**config.mk**
```make
export PLATFORM = sky130hd
export DESIGN_NAME = console_line_editor_top
export DESIGN_NICKNAME = d
export VERILOG_FILES = /design/src/rtl/cle_pkg.sv /design/src/rtl/cle_front.sv /design/src/rtl/cle_cmd_fifo.sv /design/src/rtl/cle_back.sv /design/src/rtl/console_line_editor_top.sv
export SDC_FILE = /design/constraint.sdc
export NUM_CORES = 1
export LEC_CHECK = 0
export BUFFER_PORTS_ARGS = -buffer_cell sky130_fd_sc_hd__buf_4
export CAP_MARGIN = 20
export CORE_ASPECT_RATIO = 1.5
export CORE_MARGIN = 3
export CORE_UTILIZATION = 44
export DETAILED_ROUTE_END_ITERATION = 12
export GPL_TIMING_DRIVEN = 0
export HOLD_SLACK_MARGIN = 0.12
export PLACE_DENSITY = 0.68
export SETUP_SLACK_MARGIN = 0.1
export SLEW_MARGIN = 40
export SYNTH_ARGS = -nofsm -noshare
export SYNTH_HDL_FRONTEND = slang
export SYNTH_SLANG_ARGS = --single-unit
export TNS_END_PERCENT = 30
```
**constraint.sdc**
```tcl
create_clock -name clk -period 11.95 [get_ports clk]
set_clock_uncertainty 0.1 [all_clocks]
set_input_delay 2.39 -clock clk [delete_from_list [all_inputs] [get_ports clk]]
set_output_delay 2.39 -clock clk [all_outputs]
set_load 0.02 [all_outputs]
```
**src/rtl/cle_pkg.sv**
```systemverilog
`default_nettype none
// ----------------------------------------------------------------------------
// cle_pkg
// Shared types and constants of the console line editor.
// ----------------------------------------------------------------------------
package cle_pkg;

	localparam int          MAX_LINE  = 256;
	localparam int          CMD_DEPTH = 4;
	localparam int          CMD_AW    = $clog2(CMD_DEPTH);

	localparam logic [7:0]  CH_CR  = 8'h0D;
	localparam logic [7:0]  CH_LF  = 8'h0A;
	localparam logic [7:0]  CH_BS  = 8'h08;
	localparam logic [7:0]  CH_DEL = 8'h7F;
	localparam logic [7:0]  CH_SP  = 8'h20;

	// Effective capacity (at most 256) and that capacity minus one, the largest usable index.
	localparam int          CAP_LIMIT  = (MAX_LINE < 256) ? MAX_LINE : 256;
	localparam logic [7:0]  CAP_M1_MAX = 8'(CAP_LIMIT - 1);

	typedef enum logic [1:0] {
		CMD_STORE,
		CMD_LINE,
		CMD_ERASE
	} cmd_kind_t;

	typedef struct packed {
		cmd_kind_t  kind;
		logic [7:0] data;
		logic [7:0] count;
	} cmd_t;

	typedef struct packed {
		logic wr;
		cmd_t cmd;
	} cmd_wr_t;

	typedef struct packed {
		logic [7:0] tx_byte;
		logic       store_valid;
		logic [7:0] store_index;
		logic [7:0] store_byte;
		logic       line_done;
		logic [7:0] line_length;
		logic       last;
	} result_t;

endpackage
`default_nettype wire

```
**src/rtl/cle_front.sv**
```systemverilog
`default_nettype none
// ----------------------------------------------------------------------------
// cle_front
// Accepts received bytes, classifies them, keeps the character count and
// the capacity register, and queues one command per byte that has an effect.
// ----------------------------------------------------------------------------
module cle_front import cle_pkg::*; (
	input  wire logic       clk,
	input  wire logic       arst_n,
	input  wire logic       push,
	input  wire logic [7:0] rx_byte,
	input  wire logic       q_full,
	input  wire logic       cfg_valid,
	input  wire logic [8:0] cfg_data,
	output cmd_wr_t         wr
);

	logic [7:0] count_q;
	logic [7:0] cap_m1_q;
	logic [7:0] cap_m1_d;
	logic       accept;
	logic       is_line;
	logic       is_erase;
	logic [7:0] count_d;

	always_comb begin
		if (cfg_data == 9'd0) begin
			cap_m1_d = 8'd0;
		end else if (cfg_data > 9'(CAP_LIMIT)) begin
			cap_m1_d = CAP_M1_MAX;
		end else begin
			cap_m1_d = 8'(cfg_data - 9'd1);
		end
	end

	always_comb begin
		accept       = push && !q_full;
		is_line      = (rx_byte == CH_CR) || (rx_byte == CH_LF);
		is_erase     = (rx_byte == CH_DEL) || (rx_byte == CH_BS);
		count_d      = count_q;
		wr.wr        = 1'b0;
		wr.cmd.data  = rx_byte;
		wr.cmd.count = count_q;
		wr.cmd.kind  = CMD_STORE;
		priority if (is_line) begin
			wr.cmd.kind = CMD_LINE;
			wr.wr       = accept;
			count_d     = 8'd0;
		end else if (is_erase) begin
			wr.cmd.kind = CMD_ERASE;
			if (count_q != 8'd0) begin
				wr.wr   = accept;
				count_d = count_q - 8'd1;
			end
		end else begin
			if (count_q < cap_m1_q) begin
				wr.wr   = accept;
				count_d = count_q + 8'd1;
			end
		end
	end

	always_ff @(posedge clk or negedge arst_n) begin
		if (!arst_n) begin
			count_q  <= 8'd0;
			cap_m1_q <= CAP_M1_MAX;
		end else begin
			if (accept) begin
				count_q <= count_d;
			end
			if (cfg_valid) begin
				cap_m1_q <= cap_m1_d;
			end
		end
	end

endmodule
`default_nettype wire

```
**src/rtl/cle_cmd_fifo.sv**
```systemverilog
`default_nettype none
// ----------------------------------------------------------------------------
// cle_cmd_fifo
// Short command queue between the classifying front and the echo back end.
// ----------------------------------------------------------------------------
module cle_cmd_fifo import cle_pkg::*; (
	input  wire logic    clk,
	input  wire logic    arst_n,
	input  wire cmd_wr_t wr,
	input  wire logic    rd,
	output logic         full,
	output logic         head_valid,
	output cmd_t         head
);

	cmd_t              mem_q [CMD_DEPTH];
	logic [CMD_AW-1:0] wptr_q;
	logic [CMD_AW-1:0] rptr_q;
	logic [CMD_AW:0]   level_q;
	logic              do_wr;
	logic              do_rd;

	assign full       = (level_q == (CMD_AW+1)'(CMD_DEPTH));
	assign head_valid = (level_q != '0);
	assign head       = mem_q[rptr_q];
	assign do_wr      = wr.wr && !full;
	assign do_rd      = rd && head_valid;

	always_ff @(posedge clk) begin
		if (do_wr) begin
			mem_q[wptr_q] <= wr.cmd;
		end
	end

	always_ff @(posedge clk or negedge arst_n) begin
		if (!arst_n) begin
			wptr_q  <= '0;
			rptr_q  <= '0;
			level_q <= '0;
		end else begin
			if (do_wr) begin
				wptr_q <= wptr_q + 1'b1;
			end
			if (do_rd) begin
				rptr_q <= rptr_q + 1'b1;
			end
			if (do_wr && !do_rd) begin
				level_q <= level_q + 1'b1;
			end else if (do_rd && !do_wr) begin
				level_q <= level_q - 1'b1;
			end
		end
	end

endmodule
`default_nettype wire

```
**src/rtl/cle_back.sv**
```systemverilog
`default_nettype none
// ----------------------------------------------------------------------------
// cle_back
// Expands each queued command into its echo and store results, one per
// cycle while the output register is free or popped, into a single output register.
// ----------------------------------------------------------------------------
module cle_back import cle_pkg::*; (
	input  wire logic clk,
	input  wire logic arst_n,
	input  wire logic head_valid,
	input  wire cmd_t head,
	output logic      head_pop,
	input  wire logic pop,
	output logic      empty,
	output result_t   res
);

	logic [1:0] step_q;
	result_t    res_q;
	logic       out_valid_q;
	result_t    nxt;
	logic       advance;

	always_comb begin
		nxt = '0;
		unique case (head.kind)
			CMD_STORE: begin
				nxt.tx_byte     = head.data;
				nxt.store_valid = 1'b1;
				nxt.store_index = head.count;
				nxt.store_byte  = head.data;
				nxt.last        = 1'b1;
			end
			CMD_LINE: begin
				if (step_q == 2'd0) begin
					nxt.tx_byte = CH_CR;
				end else begin
					nxt.tx_byte     = CH_LF;
					nxt.store_valid = 1'b1;
					nxt.store_index = head.count;
					nxt.line_done   = 1'b1;
					nxt.line_length = head.count;
					nxt.last        = 1'b1;
				end
			end
			CMD_ERASE: begin
				nxt.tx_byte = (step_q == 2'd1) ? CH_SP : CH_BS;
				nxt.last    = (step_q == 2'd2);
			end
			default: begin
				nxt.last = 1'b1;
			end
		endcase
	end

	assign advance  = head_valid && (!out_valid_q || pop);
	assign head_pop = advance && nxt.last;
	assign empty    = !out_valid_q;
	assign res      = res_q;

	always_ff @(posedge clk) begin
		if (advance) begin
			res_q <= nxt;
		end
	end

	always_ff @(posedge clk or negedge arst_n) begin
		if (!arst_n) begin
			step_q      <= 2'd0;
			out_valid_q <= 1'b0;
		end else begin
			if (advance) begin
				out_valid_q <= 1'b1;
				step_q      <= nxt.last ? 2'd0 : step_q + 2'd1;
			end else if (pop) begin
				out_valid_q <= 1'b0;
			end
		end
	end

endmodule
`default_nettype wire

```
**src/rtl/console_line_editor_top.sv**
```systemverilog
`default_nettype none
// ----------------------------------------------------------------------------
// console_line_editor_top
// Terminal line editor: echoes, stores and terminates received characters.
// ----------------------------------------------------------------------------
// Received bytes enter through push/full; a beat is taken when push is high
// and full is low. Results leave through empty/pop: the oldest result sits on
// the result ports while empty is low and is taken when pop is high.
// The capacity register is written through cfg_valid/cfg_data; cfg_ready is
// always high, and writes belong in idle periods only.
// The front takes one byte per cycle while its four-entry command queue has
// room. The back end drains it at one result per cycle while results are
// popped; a line end yields two results, a backspace three, a character one.
// The first result of a byte passes through the command queue and then the
// output register before it reaches the result ports.
// Bytes with no effect (backspace on an empty line, a character on a full
// line) produce no result and queue no command.
// If the receiver stops popping, the output register holds its result, the
// queue fills and full rises; nothing is lost.
// Reset clears the character count and the queue and sets capacity to 256.
// ----------------------------------------------------------------------------
module console_line_editor_top import cle_pkg::*; (
	input  wire logic       clk,
	input  wire logic       arst_n,
	input  wire logic       push,
	output logic            full,
	input  wire logic [7:0] rx_byte,
	input  wire logic       cfg_valid,
	output logic            cfg_ready,
	input  wire logic [8:0] cfg_data,
	output logic            empty,
	input  wire logic       pop,
	output logic [7:0]      tx_byte,
	output logic            store_valid,
	output logic [7:0]      store_index,
	output logic [7:0]      store_byte,
	output logic            line_done,
	output logic [7:0]      line_length,
	output logic            last
);

	cmd_wr_t wr;
	logic    head_valid;
	cmd_t    head;
	logic    head_pop;
	result_t res;

	assign cfg_ready = 1'b1;

	cle_front u_front (
		.clk      (clk),
		.arst_n   (arst_n),
		.push     (push),
		.rx_byte  (rx_byte),
		.q_full   (full),
		.cfg_valid(cfg_valid),
		.cfg_data (cfg_data),
		.wr       (wr)
	);

	cle_cmd_fifo u_fifo (
		.clk       (clk),
		.arst_n    (arst_n),
		.wr        (wr),
		.rd        (head_pop),
		.full      (full),
		.head_valid(head_valid),
		.head      (head)
	);

	cle_back u_back (
		.clk       (clk),
		.arst_n    (arst_n),
		.head_valid(head_valid),
		.head      (head),
		.head_pop  (head_pop),
		.pop       (pop),
		.empty     (empty),
		.res       (res)
	);

	assign tx_byte     = res.tx_byte;
	assign store_valid = res.store_valid;
	assign store_index = res.store_index;
	assign store_byte  = res.store_byte;
	assign line_done   = res.line_done;
	assign line_length = res.line_length;
	assign last        = res.last;

	a_done_is_lf: assert property (@(posedge clk) disable iff (!arst_n)
		(!empty && line_done) |-> (last && store_valid && tx_byte == CH_LF))
		else $error("line end result malformed");

	a_done_terminator: assert property (@(posedge clk) disable iff (!arst_n)
		(!empty && line_done) |-> (store_byte == 8'd0 && store_index == line_length))
		else $error("terminator store does not match line length");

	a_store_echo: assert property (@(posedge clk) disable iff (!arst_n)
		(!empty && store_valid && !line_done) |-> (tx_byte == store_byte && last))
		else $error("character store does not echo its byte");

endmodule
`default_nettype wire
```
Word level (Yosys, flattened, before mapping)
Memories as Yosys holds them, arrays and structs flattened.
Index checks and enable logic that the tools add are counted.
{ "word_totals": {"register_bits": 61, "n_memories": 1, "output_inout_bits": 38, "ram_bits": 72, "elab_cells": 85, "inputBits": 22} }
{ "mem_list": {"columns": ["name", "depth", "width", "rd", "rd_ports_with_merged_regs", "wr", "line_no", "text"], "rows": [
  ["u_fifo.mem_q", 4, 18, 1, 0, 1, "cle_cmd_fifo.sv:16", "cmd_t mem_q [CMD_DEPTH];"]
]} }
{ "op_classes": {"n_addsub": 8, "mux": 25, "eq_ne": 10, "bitwise_logic": 1, "order_cmp": 2, "n_reduce_logical": 24} }
{ "op_table": {"columns": ["cell", "n"], "rows": [
  ["$mux 8", 6],
  ["$eq 8x4->1 const B", 3],
  ["$pmux 8 s3", 1],
  ["$pmux 9 s2", 1],
  ["$sub 8x1->8 const B", 2],
  ["$mux 3", 4],
  ["$mux 10", 1],
  ["$gt 9x9->1 const B", 1],
  ["$logic_not 9->1", 1],
  ["$mux 9", 1],
  ["$add 8x1->8 const B", 1],
  ["$eq 8x7->1 const B", 1],
  ["$lt 8x8->1", 1],
  ["$reduce_bool 8->1", 1],
  ["$logic_and 1x1->1", 7],
  ["$mux 1", 7],
  ["$add 2x1->2 const B", 3],
  ["$mux 6", 1],
  ["$reduce_bool 3->1", 2],
  ["$eq 2x1->1 const B", 2],
  ["$eq 2x2->1 const B", 2],
  ["$logic_not 1->1", 4],
  ["$logic_not 2->1", 2],
  ["$mux 2", 2],
  ["10 further kinds", 13]
]} }

Logic depth before layout (Yosys ltp)
Gate-level depths: netlist (run 1).
{ "depth": {"depth_word": 11, "depth_mapped": 15, "depth_no_buf": 13} }

Hierarchy
Synthesis (run 1) repeated with hierarchy kept, for this count alone.
{ "hier_totals": {"hier_cells": 414, "area_unflattened_um2": 6132.1} }
{ "modules_own_cells": {"columns": ["mod", "area_per_inst_um2", "cells_each", "n_inst", "seq_area_each_um2"], "rows": [
  ["cle_cmd_fifo", 3019.1, 130, 1, 2337.2],
  ["cle_back", 1585.3, 108, 1, 1126.1],
  ["cle_front", 1516.5, 174, 1, 410.4],
  ["console_line_editor_top", 11.3, 2, 1, 0.0]
]} }

Least setup slack after synthesis (run 1)
Ideal clock, no wire load.
{ "synth_path": {"path_kind": "in2reg", "from": "input port pop", "to": "register u_fifo.level_q[1]", "required_time_ns": 11.725, "arrival_time_ns": 5.698, "path_buffers": 0, "setup_slack_ns": 6.028, "setup_time_ns": 0.125, "stages": 7, "cell_sequence": "inv_1 > a21oi_1 > nand2_1 > ha_1 > inv_1 > fa_1 > mux2_2"} }
{ "synth_via": {"elab_chain_len": 7, "elab_cells_between_ends": 9, "cone_classes": "1 x mux; 8 x reduce/logical"} }
{ "synth_lines": {"columns": ["item", "line_no", "text"], "rows": [
  ["start: declaration", "console_line_editor_top.sv:32", "input wire logic pop,"],
  ["$logic_or 1x1->1 *", "cle_back.sv:56", "assign advance = head_valid && (!out_valid_q || pop);"],
  ["$logic_and 1x1->1 *", "cle_back.sv:56", null],
  ["named net u_back.advance", "cle_back.sv:22", "logic advance;"],
  ["$logic_and 1x1->1 *", "cle_back.sv:57", "assign head_pop = advance && nxt.last;"],
  ["$logic_and 1x1->1 *", "cle_cmd_fifo.sv:27", "assign do_rd = rd && head_valid;"],
  ["$logic_not 1->1", "cle_cmd_fifo.sv:47", "if (do_wr && !do_rd) begin"],
  ["$logic_and 1x1->1", "cle_cmd_fifo.sv:47", null],
  ["$mux 3 / $reduce_bool 2->1 (equally long branches)", null, null],
  ["end signal: assignment", "cle_cmd_fifo.sv:48", "level_q <= level_q + 1'b1;"],
  ["end signal: assignment", "cle_cmd_fifo.sv:50", "level_q <= level_q - 1'b1;"],
  ["end: declaration", "cle_cmd_fifo.sv:19", "logic [CMD_AW:0] level_q;"]
]} }
The timed path passes the listed nets; every way through them passes the cells marked *.
A chain may end at the register's enable or synchronous reset.

Worst setup path in the final report (run 1)
{ "layout_path": {"from": "input port rx_byte[5]", "to": "register u_front.count_q[7]"} }
{ "layout_via": {"elab_chain_len": 4, "elab_cells_between_ends": 11, "cone_classes": "5 x eq/ne; 2 x mux; 4 x reduce/logical"} }
{ "layout_lines": {"columns": ["item", "line_no", "text"], "rows": [
  ["start: declaration", "console_line_editor_top.sv:27", "input wire logic [7:0] rx_byte,"],
  ["$eq 8x7->1, or another cell as far along", "cle_front.sv:39", "is_erase = (rx_byte == CH_DEL) || (rx_byte == CH_BS);"],
  ["$logic_or 1x1->1 (on tied branches)", "cle_front.sv:39, cle_front.sv:38", null],
  ["$ne 3x2->1 (no source line), or another cell as far along", null, null],
  ["$reduce_and 3->1 (no source line) / $mux 8 (equally long branches)", null, null],
  ["end signal: assignment", "cle_front.sv:69", "count_q <= count_d;"],
  ["end: declaration", "cle_front.sv:18", "logic [7:0] count_q;"]
]} }
Several ways; a longest one is shown, not always the timed one.

==> impl_metrics.py, run 1 <==
metrics = {
    "cells_and_area": {
        "seq_area_sq_mm": 0.00387,
        "n_antenna_cell": 0,
        "final_cell_mix": "107 x edfxtp_1, 58 x buf_4, 29 x inv_1",
        "final_common_cell": "edfxtp_1",
        "drive_gt1_share_pct": 26.7,
        "n_fill_cell": 1054,
        "multi_input_area_sq_mm": 0.00193,
        "fin_nets": 529,
        "final_area_sq_mm": 0.00726,
        "area_growth_pct": 21.9,
    },
    "critical_path": {
        "crit_buf_inv": 3,
        "cp_slowest_stage_delay_ps": 430,
        "path_class": "in2reg",
        "crit_top_cell": "o211ai_1",
        "crit_arrival_ps": 5200,
        "path_cells": "buf_4, nor3_1, nand3_1, and2_1, buf_6, inv_1, ha_1, a21oi_1, o211ai_1, o41ai_1, xor2_1, o211ai_1, a32o_1",
        "startpoint_type": "input pin",
        "end_kind": "flip-flop",
        "required_ps": 12150,
        "cp_slowest_cell": "o41ai_1",
        "cp_max_fo": 6,
        "path_delay_family": "compound AO/OA/AOI/OAI gates",
    },
    "cts": {
        "cts_tree": "yes",
        "post_cts_buffers": 0,
        "h-tree-depth": 4,
        "cts_resized": 0,
        "path_clk_slew_ps": 60,
        "clock_path_buffers": 2,
        "worstSkewPairLatency_ps": 410,
        "cts_hold_buf": 0,
        "cts_sinks": 133,
        "cts_inserted_buffers": 17,
        "root_buffer": "clkbuf_16",
    },
    "sta": {
        "rsz0062_at_grt": "false",
        "fin_crit_ps": 5000,
        "setup_tns_ps": 0,
        "finalSetupViolCount": 0,
        "fmaxAchievable_mhz": 200,
        "finalCritPeriodShare_pct": 41.9,
        "maxSlewHeadroom_pct": 55.8,
        "hold_violations": 0,
        "tightest_slew_ps": 660,
        "finalMaxSlewViolations": 0,
    },
    "place": {
        "place_congestion": 0.764,
        "place_area_sq_mm": 0.00663,
        "port_buffers": 57,
        "dpl.hpwl_um": 7510,
    },
    "drt": {
        "vias": 3456,
        "viasPerCell": 5.32,
        "routedWlPerCell_um": 16.6,
        "drcViolationCount": 0,
        "first_pass_iters": 4,
        "drtIter0Drc": 143,
        "totalWireLength_um": 10800,
        "drtAntennaViolNets": 0,
    },
    "power_and_ir_drop": {
        "total_leakage_power_uw": 0.00290,
        "p_sw_share_pct": 31.1,
        "p_seq_share_pct": 39.1,
        "p_sw_uw": 605,
        "pwr-share-comb_pct": 32.9,
        "power_uw": 1950,
        "power.share.clock_pct": 28.0,
        "p_int_uw": 1340,
        "ir_drop_mv": 0.104,
        "p_per_area_mw_per_mm2": 268,
    },
    "floorplanning": {
        "die_x_um": 101,
        "ioPinCount": 60,
        "start_util_pct": 45.3,
        "rows": 51,
        "die_y_um": 149,
        "core_sq_mm": 0.0131,
        "dieArea_sq_mm": 0.0150,
    },
    "global_routing": {
        "grt_pass1_wl_um": 17700,
        "overflow": 0,
        "groute.usage.overall_pct": 15.6,
        "antenna_found_initial": 0,
        "grt_max_degree": 27,
        "first_global_vias": 3635,
    },
    "logic_synthesis": {
        "synthAdderAreaFrac_pct": 7.01,
        "synth_fp_nets": 451,
        "synthArstFlopShare_pct": 19.5,
        "yosysWarningCount": 0,
        "netlist_instances": 400,
        "synth-edff-count": 107,
        "synth_xor_area_share_pct": 2.06,
        "synthMuxAreaShare_pct": 8.84,
        "yosys.area.top_type_share_pct": 53.9,
        "synth_area_sq_mm": 0.00596,
        "yosysSeqAreaShare_pct": 65.0,
        "synth_cell_types": 50,
        "synth.area.top_cells": "edfxtp_1 54%, dfrtp_1 7.6%, mux4_2 6.0%, ha_1 5.7%, dfstp_2 3.5%",
        "synth_compound_area_share_pct": 5.33,
        "ys_ff_latch": 133,
        "synth_top_family_by_area": "multiplexers",
        "ys.flop_type": "edfxtp_1",
        "yosysTopAreaCell": "edfxtp_1",
        "post_synth.cell_area_avg_sq_um": 14.9,
        "synthSimpleGateAreaFrac_pct": 8.76,
    },
    "run_status": {
        "status": "finished, final reports clean",
    },
    "flow_run": {
        "maxCapViolCount": 0,
    },
    "min_path": {
        "hp-class": "reg2reg",
    },
}
layout make-up:
type | count | area share, %
well taps | 159 | 2.74
clock inverters | 8 | 2.03
inverters | 29 | 1.50
multi-input cells | 226 | 26.5
flip-flops and latches | 133 | 53.4
plain buffers | 12 | 0.896
clock buffers | 24 | 6.63
repair buffers | 59 | 6.31
state kept, by name, indices dropped and copies added (netlist names):
signal,count
u_back.step_q,2
u_front.count_q,8
u_fifo.level_q,3
u_fifo.mem_q,72
u_back.res,35
u_fifo.rptr_q,2
u_back.out_valid_q,1
u_front.cap_m1_q,8
u_fifo.wptr_q,2
synth_stat cells (all sizes together) (6+ instances only):
library cell,number
edfxtp,107
inv,29
ha,27
dfrtp,18
nor2,17
and2,16
mux4,16
a21oi,15
nand2,15
o21ai,14
nor2b,13
mux2,9
dfstp,8
nor3,8
and3,7
buf,7
xnor2,7
xor2,7
nand3,6
per-stage QoR:
step,hold WS [ps],worst slack [ps],instances,util (%)
floorplan,356,6030,400,-
global placement,371,4900,616,50.1
detailed placement,380,6570,618,50.4
CTS,390,6980,650,55.2
global route,422,6820,650,55.2
finish,386,6950,650,55.2
kinds of logic after synthesis:
logic type | after synthesis
xor+xnor | 14
compound gates | 51
simple gates | 97
buf+inv | 41
flops | 133
other cells | 1
fa+ha+maj | 33
mux | 30
power by group through the flow:
stage | combinational, uW | clock, uW | sequential (uW)
2_1_floorplan | 369 | 0 | 825
3_3_place_gp | 617 | 0 | 764
3_5_place_dp | 646 | 0 | 771
4_1_cts | 652 | 553 | 765
5_1_grt | 707 | 574 | 779
6_report | 641 | 544 | 762
worst reg2reg max path: stages, from the launching register on:
cell     delay (ps)
dfrtp_1         380
buf_1           530
buf_1           570
mux4_2          450
ha_1            270
nor2b_1         170
a21oi_1         220
nand2_1         150
nand2_1         180
ha_1            220
inv_1            70
fa_1            370
xor2_1          160
nor2_1          110
xor2_1          150
worst paths after layout:
path	startpoint	end	slack, ps	depth (start not counted)
setup / recovery	rx_byte[5]	u_front.count_q[7]	6950	13
hold / removal	u_fifo.level_q[2]	u_fifo.level_q[2]	390	1
setup reg to reg	u_fifo.rptr_q[1]	u_fifo.level_q[2]	7800	14
hold reg to reg	u_fifo.level_q[2]	u_fifo.level_q[2]	390	1
max in group asynchronous	arst_n	u_front.cap_m1_q[5]	9630	1
min in group asynchronous	arst_n	u_back.out_valid_q	1790	1
metal layers:
metal	vias up	part of all wire (%)	global-route usage [%]
met1	1695	37	15.4
met2	95	57	29.7
met4	0	2.1	7.65
met3	16	3.9	3.61
li1	1650	-	-
met5	-	0	0
No activity file was read; power rests on OpenSTA's default activity.
==> run 2, diff against run 1 <==
PLACE_DENSITY = 0.71   (was 0.68)
clock period = 4.39 ns   (was 11.95 ns; I/O delays follow)
==> run 2 against run 1 <==
Compared with the run above:
- first-iteration DRC count increased by 37%
- critical path type is now reg2reg
- sequential share of layout area increased by 0.40 points
- hold slack got worse by 100 ps
==> impl_metrics.py, run 2 (synthesized netlist as in run 1, its figures left out) <==
metrics = {
    "run_status": {
        "status": "finished, final reports clean",
    },
    "cells_and_area": {
        "stdcell_count": 650,
        "area_growth_pct": 21.0,
        "largest_reg_flops": 72,
        "fin_nets": 529,
        "final_common_cell": "edfxtp_1",
        "seq_area_sq_mm": 0.00387,
        "n_fill_cell": 1019,
        "final_cell_mix": "107 x edfxtp_1, 58 x buf_4, 29 x inv_1",
        "multi_input_area_sq_mm": 0.00193,
        "n_antenna_cell": 0,
        "drive_gt1_share_pct": 26.3,
        "top_register": "u_fifo.mem_q",
    },
    "drt": {
        "drtIter0Drc": 196,
        "routedWlPerCell_um": 16.7,
        "drtAntennaViolNets": 0,
        "first_pass_iters": 4,
        "vias": 3439,
        "drcViolationCount": 0,
        "totalWireLength_um": 10800,
        "viasPerCell": 5.29,
    },
    "critical_path": {
        "crit_arrival_ps": 4180,
        "required_ps": 4620,
        "end_kind": "flip-flop",
        "startpoint_type": "flip-flop",
        "path_class": "reg2reg",
        "cp_max_fo": 10,
    },
    "cts": {
        "root_buffer": "clkbuf_16",
        "worstSkewPairLatency_ps": 410,
        "cts_sinks": 133,
        "cts_tree": "yes",
        "cts_inserted_buffers": 17,
        "h-tree-depth": 4,
        "cts_hold_buf": 0,
        "path_clk_slew_ps": 60,
        "clock_path_buffers": 2,
    },
    "power_and_ir_drop": {
        "p_per_area_mw_per_mm2": 721,
        "total_leakage_power_uw": 0.00286,
        "ir_drop_mv": 0.294,
        "power_uw": 5200,
    },
    "global_routing": {
        "antenna_found_initial": 0,
        "groute.usage.overall_pct": 15.5,
        "grt_max_degree": 27,
        "overflow": 0,
        "grt_pass1_wl_um": 17600,
        "first_global_vias": 3570,
    },
    "floorplanning": {
        "dieArea_sq_mm": 0.0150,
        "core_sq_mm": 0.0131,
        "die_x_um": 101,
        "start_util_pct": 45.3,
        "ioPinCount": 60,
        "rows": 51,
        "die_y_um": 149,
    },
    "sta": {
        "finalWorstSetupSlack_ps": 437,
        "finalMaxSlewViolations": 0,
        "hold_violations": 0,
        "setup_tns_ps": 0,
        "finalSetupViolCount": 0,
        "whs_ps": 284,
        "fin_crit_ps": 3950,
        "tightest_slew_ps": 652,
        "maxSlewHeadroom_pct": 56.5,
        "finalCritPeriodShare_pct": 90.1,
        "fmaxAchievable_mhz": 253,
        "rsz0062_at_grt": "false",
    },
    "place": {
        "port_buffers": 57,
        "place_congestion": 0.769,
        "post-place-ws_ps": 167,
        "dp_cells": 618,
        "dpl.hpwl_um": 7680,
    },
    "flow_run": {
        "maxCapViolCount": 0,
    },
    "min_path": {
        "hp-class": "in2async",
    },
}
[run 2: cell type report]
type	instances	share of cell area, %
plain buffers	12	0.920
clock buffers	21	6.11
clock inverters	11	1.86
inverters	29	1.51
multi-input cells	226	26.7
flip-flops and latches	133	53.8
well taps	159	2.76
repair buffers	59	6.35
[run 2: timing repair]
action,CTS,global route
endpoints found under the setup margin,0,2
gates resized for setup,0,1
buffers inserted,0,0
[run 2: stage by stage]
step | util [%] | instance area, sq um
3_3_place_gp | 50.1 | 6590
5_1_grt | 54.8 | 7210
4_1_cts | 54.8 | 7210
2_1_floorplan | - | 5960
6_report | 54.8 | 7210
3_5_place_dp | 50.4 | 6630
[run 2: where the power goes]
group / total [uW] / internal, uW / switching (uW)
combinational: 1760 / 777 / 979
clock: 1360 / 884 / 481
sequential: 2080 / 1880 / 197
total: 5200 / 3540 / 1660
[run 2: critical path: stages, from the launching register on]
cell      delay, ps
dfrtp_1         400
clkbuf_2        320
buf_1           500
mux4_2          450
ha_1            270
nor2b_1         170
a21oi_1         240
nand2_1         160
nand2_1         200
ha_1            220
inv_1            60
fa_1            370
xor2_1          170
nor2_1          110
xor2_1          140
[run 2: metal layers]
layer  vias to the layer above  global-route usage, %  part of all wire [%]  wire [um]
met4                         0                   8.45                   2.3        251
met1                      1692                   15.9                    37       4050
li1                       1644                      -                     -          -
met3                        15                   4.18                   4.5        483
met2                        88                   27.9                    56       6040
met5                         -                      0                     0          0
[run 2: final timing paths]
path,slack (ps),depth (start not counted),end,from
setup reg to reg,440,14,u_fifo.level_q[2],u_fifo.rptr_q[1]
min in group clk,390,2,u_front.cap_m1_q[4],u_front.cap_m1_q[4]
hold reg to reg,390,2,u_front.cap_m1_q[4],u_front.cap_m1_q[4]
hold / removal,280,1,u_fifo.level_q[0],arst_n
max in group asynchronous,3580,1,u_front.cap_m1_q[7],arst_n
setup / recovery,440,14,u_fifo.level_q[2],u_fifo.rptr_q[1]
==> run 3, diff against run 2 <==
PLACE_DENSITY = 0.68   (was 0.71)
clock period = 4.13 ns   (was 4.39 ns; I/O delays follow)
==> run 3 against run 2 <==
Compared with the run above:
- power up 10%
- register-to-register slack barely moved
- first-iteration DRC count down 5.1%
- fmax up 7.2%
- global-route usage increased by 0.37 points
- utilization is 0.69 points higher
- flip-flop and latch count is the same
- highest routed layer unchanged
==> impl_metrics.py, run 3 (synthesized netlist as in run 1, its figures left out) <==
metrics = {
    "cts": {
        "cts_hold_buf": 0,
        "path_clk_slew_ps": 50,
        "cts_sinks": 133,
        "clock_path_buffers": 2,
        "root_buffer": "clkbuf_16",
        "post_cts_buffers": 0,
        "worstSkewPairLatency_ps": 410,
        "h-tree-depth": 4,
        "cts_inserted_buffers": 17,
        "cts_tree": "yes",
    },
    "cells_and_area": {
        "final_common_cell": "edfxtp_1",
        "final_cell_mix": "107 x edfxtp_1, 58 x buf_4, 29 x inv_1",
        "stdcell_count": 650,
        "n_antenna_cell": 0,
        "n_fill_cell": 1048,
        "seq_area_sq_mm": 0.00387,
        "fin_nets": 529,
        "area_growth_pct": 22.5,
        "largest_reg_flops": 72,
        "drive_gt1_share_pct": 27.7,
        "top_register": "u_fifo.mem_q",
        "multi_input_area_sq_mm": 0.00193,
    },
    "critical_path": {
        "cp_slowest_cell": "mux4_2",
        "crit_arrival_ps": 3920,
        "r2r-start": "u_fifo.rptr_q[1]",
        "cp_slowest_stage_delay_ps": 410,
        "end_kind": "flip-flop",
        "path_cells": "buf_2, buf_2, mux4_2, ha_1, nor2b_1, a21oi_1, nand2_1, nand2_1, ha_1, inv_1, fa_1, xor2_1, nor2_1, xor2_1",
        "required_ps": 4360,
        "reg2reg_slack_ps": 440,
        "r2r_cells": 14,
        "cp_max_fo": 10,
        "path_class": "reg2reg",
        "startpoint_type": "flip-flop",
        "r2r_end": "u_fifo.level_q[2]",
    },
    "place": {
        "dp_cells": 618,
        "port_buffers": 57,
        "place_congestion": 0.746,
        "dpl.hpwl_um": 7760,
    },
    "floorplanning": {
        "start_util_pct": 45.3,
        "dieArea_sq_mm": 0.0150,
        "die_x_um": 101,
        "rows": 51,
        "ioPinCount": 60,
        "die_y_um": 149,
        "core_sq_mm": 0.0131,
    },
    "drt": {
        "drtIter0Drc": 186,
        "drcViolationCount": 0,
        "viasPerCell": 5.30,
        "vias": 3448,
        "drtAntennaViolNets": 0,
        "routedWlPerCell_um": 17.0,
        "first_pass_iters": 4,
        "totalWireLength_um": 11100,
    },
    "flow_run": {
        "maxCapViolCount": 0,
    },
    "sta": {
        "finalCritPeriodShare_pct": 89.3,
        "rsz0062_at_grt": "false",
        "fmaxAchievable_mhz": 271,
        "finalMaxSlewViolations": 0,
        "hold_violations": 0,
        "finalSetupViolCount": 0,
        "fin_crit_ps": 3690,
        "tightest_slew_ps": 618,
        "maxSlewHeadroom_pct": 58.7,
        "setup_tns_ps": 0,
    },
    "power_and_ir_drop": {
        "p_per_area_mw_per_mm2": 787,
        "ir_drop_mv": 0.311,
        "total_leakage_power_uw": 0.00292,
    },
    "global_routing": {
        "antenna_found_initial": 0,
        "first_global_vias": 3656,
        "grt_pass1_wl_um": 18100,
        "grt_max_degree": 27,
        "overflow": 0,
        "groute.usage.overall_pct": 15.8,
    },
    "run_status": {
        "status": "finished, final reports clean",
    },
    "min_path": {
        "hp-class": "in2async",
    },
}
==> run 3: cell types whose count changed in the layout (fill, tap and decap cells not counted) <==
cell,delta
clkbuf_1,-3
clkinv_1,-2
clkinv_2,+1
buf_1,-2
clkinvlp_4,-2
clkinv_4,+3
bufinv_16,+3
buf_2,+2
==> run 3: worst max-delay path by stage <==
stage | start | endpoint | slack, ps | depth (start not counted)
after floorplan | u_fifo.rptr_q[1] | u_fifo.level_q[1] | 690 | 13
after global placement | u_fifo.rptr_q[1] | u_fifo.level_q[1] | -40 | 13
after detailed placement | u_fifo.rptr_q[1] | u_fifo.level_q[2] | -120 | 14
after CTS | u_fifo.rptr_q[0] | u_fifo.level_q[2] | 150 | 13
after global routing | u_fifo.rptr_q[1] | u_fifo.level_q[2] | 220 | 14
final | u_fifo.rptr_q[1] | u_fifo.level_q[2] | 440 | 14
==> run 3: per-layer routing <==
layer  up-vias  wire length (um)  global-route usage, %
met3        26               378                   3.47
met1      1696              4120                   16.6
met5         -                 0                      0
li1       1647                 -                      -
met4         0               320                   7.32
met2        79              6260                   29.4
==> run 3: layout make-up <==
type | instances | area share [%]
Multi-Input combinational cell | 226 | 26.4
Sequential cell | 133 | 53.1
Timing Repair Buffer | 59 | 6.28
Clock inverter | 14 | 3.19
Inverter | 29 | 1.49
Clock buffer | 18 | 5.88
Tap cell | 159 | 2.73
Buffer | 12 | 0.943
==> run 3: report_power, final <==
group	internal, uW	total (uW)	switching [uW]
logic	829	1880	1050
clock network	1130	1660	533
registers	2000	2210	207
total	3960	5740	1790
==> run 3: stage by stage <==
step	hold WS (ps)	util [%]	total power (uW)	cell area (sq um)	setup WS [ps]
global route	247	55.5	6060	7300	219
global placement	371	50.1	4000	6590	-36.9
detailed placement	389	50.4	4120	6630	-118
CTS	238	55.5	5810	7300	154
floorplan	356	-	3450	5960	692
finish	239	55.5	5740	7300	442
==> run 3: critical path: cells and delay by family, from the launching register on <==
family | cells | cell delay, ps
flip-flops | 1 | 390
XOR/XNOR | 2 | 310
adder cells (fa/ha/maj) | 3 | 860
AO/OA/AOI/OAI | 1 | 230
buffers and inverters | 3 | 700
AND/OR/NAND/NOR | 4 | 620
multiplexers | 1 | 410
==> run 3: repair_timing <==
item	CTS	global route
pin swaps	0	0
resized for setup	2	1
gates cloned	0	0
setup endpoints to repair	2	2
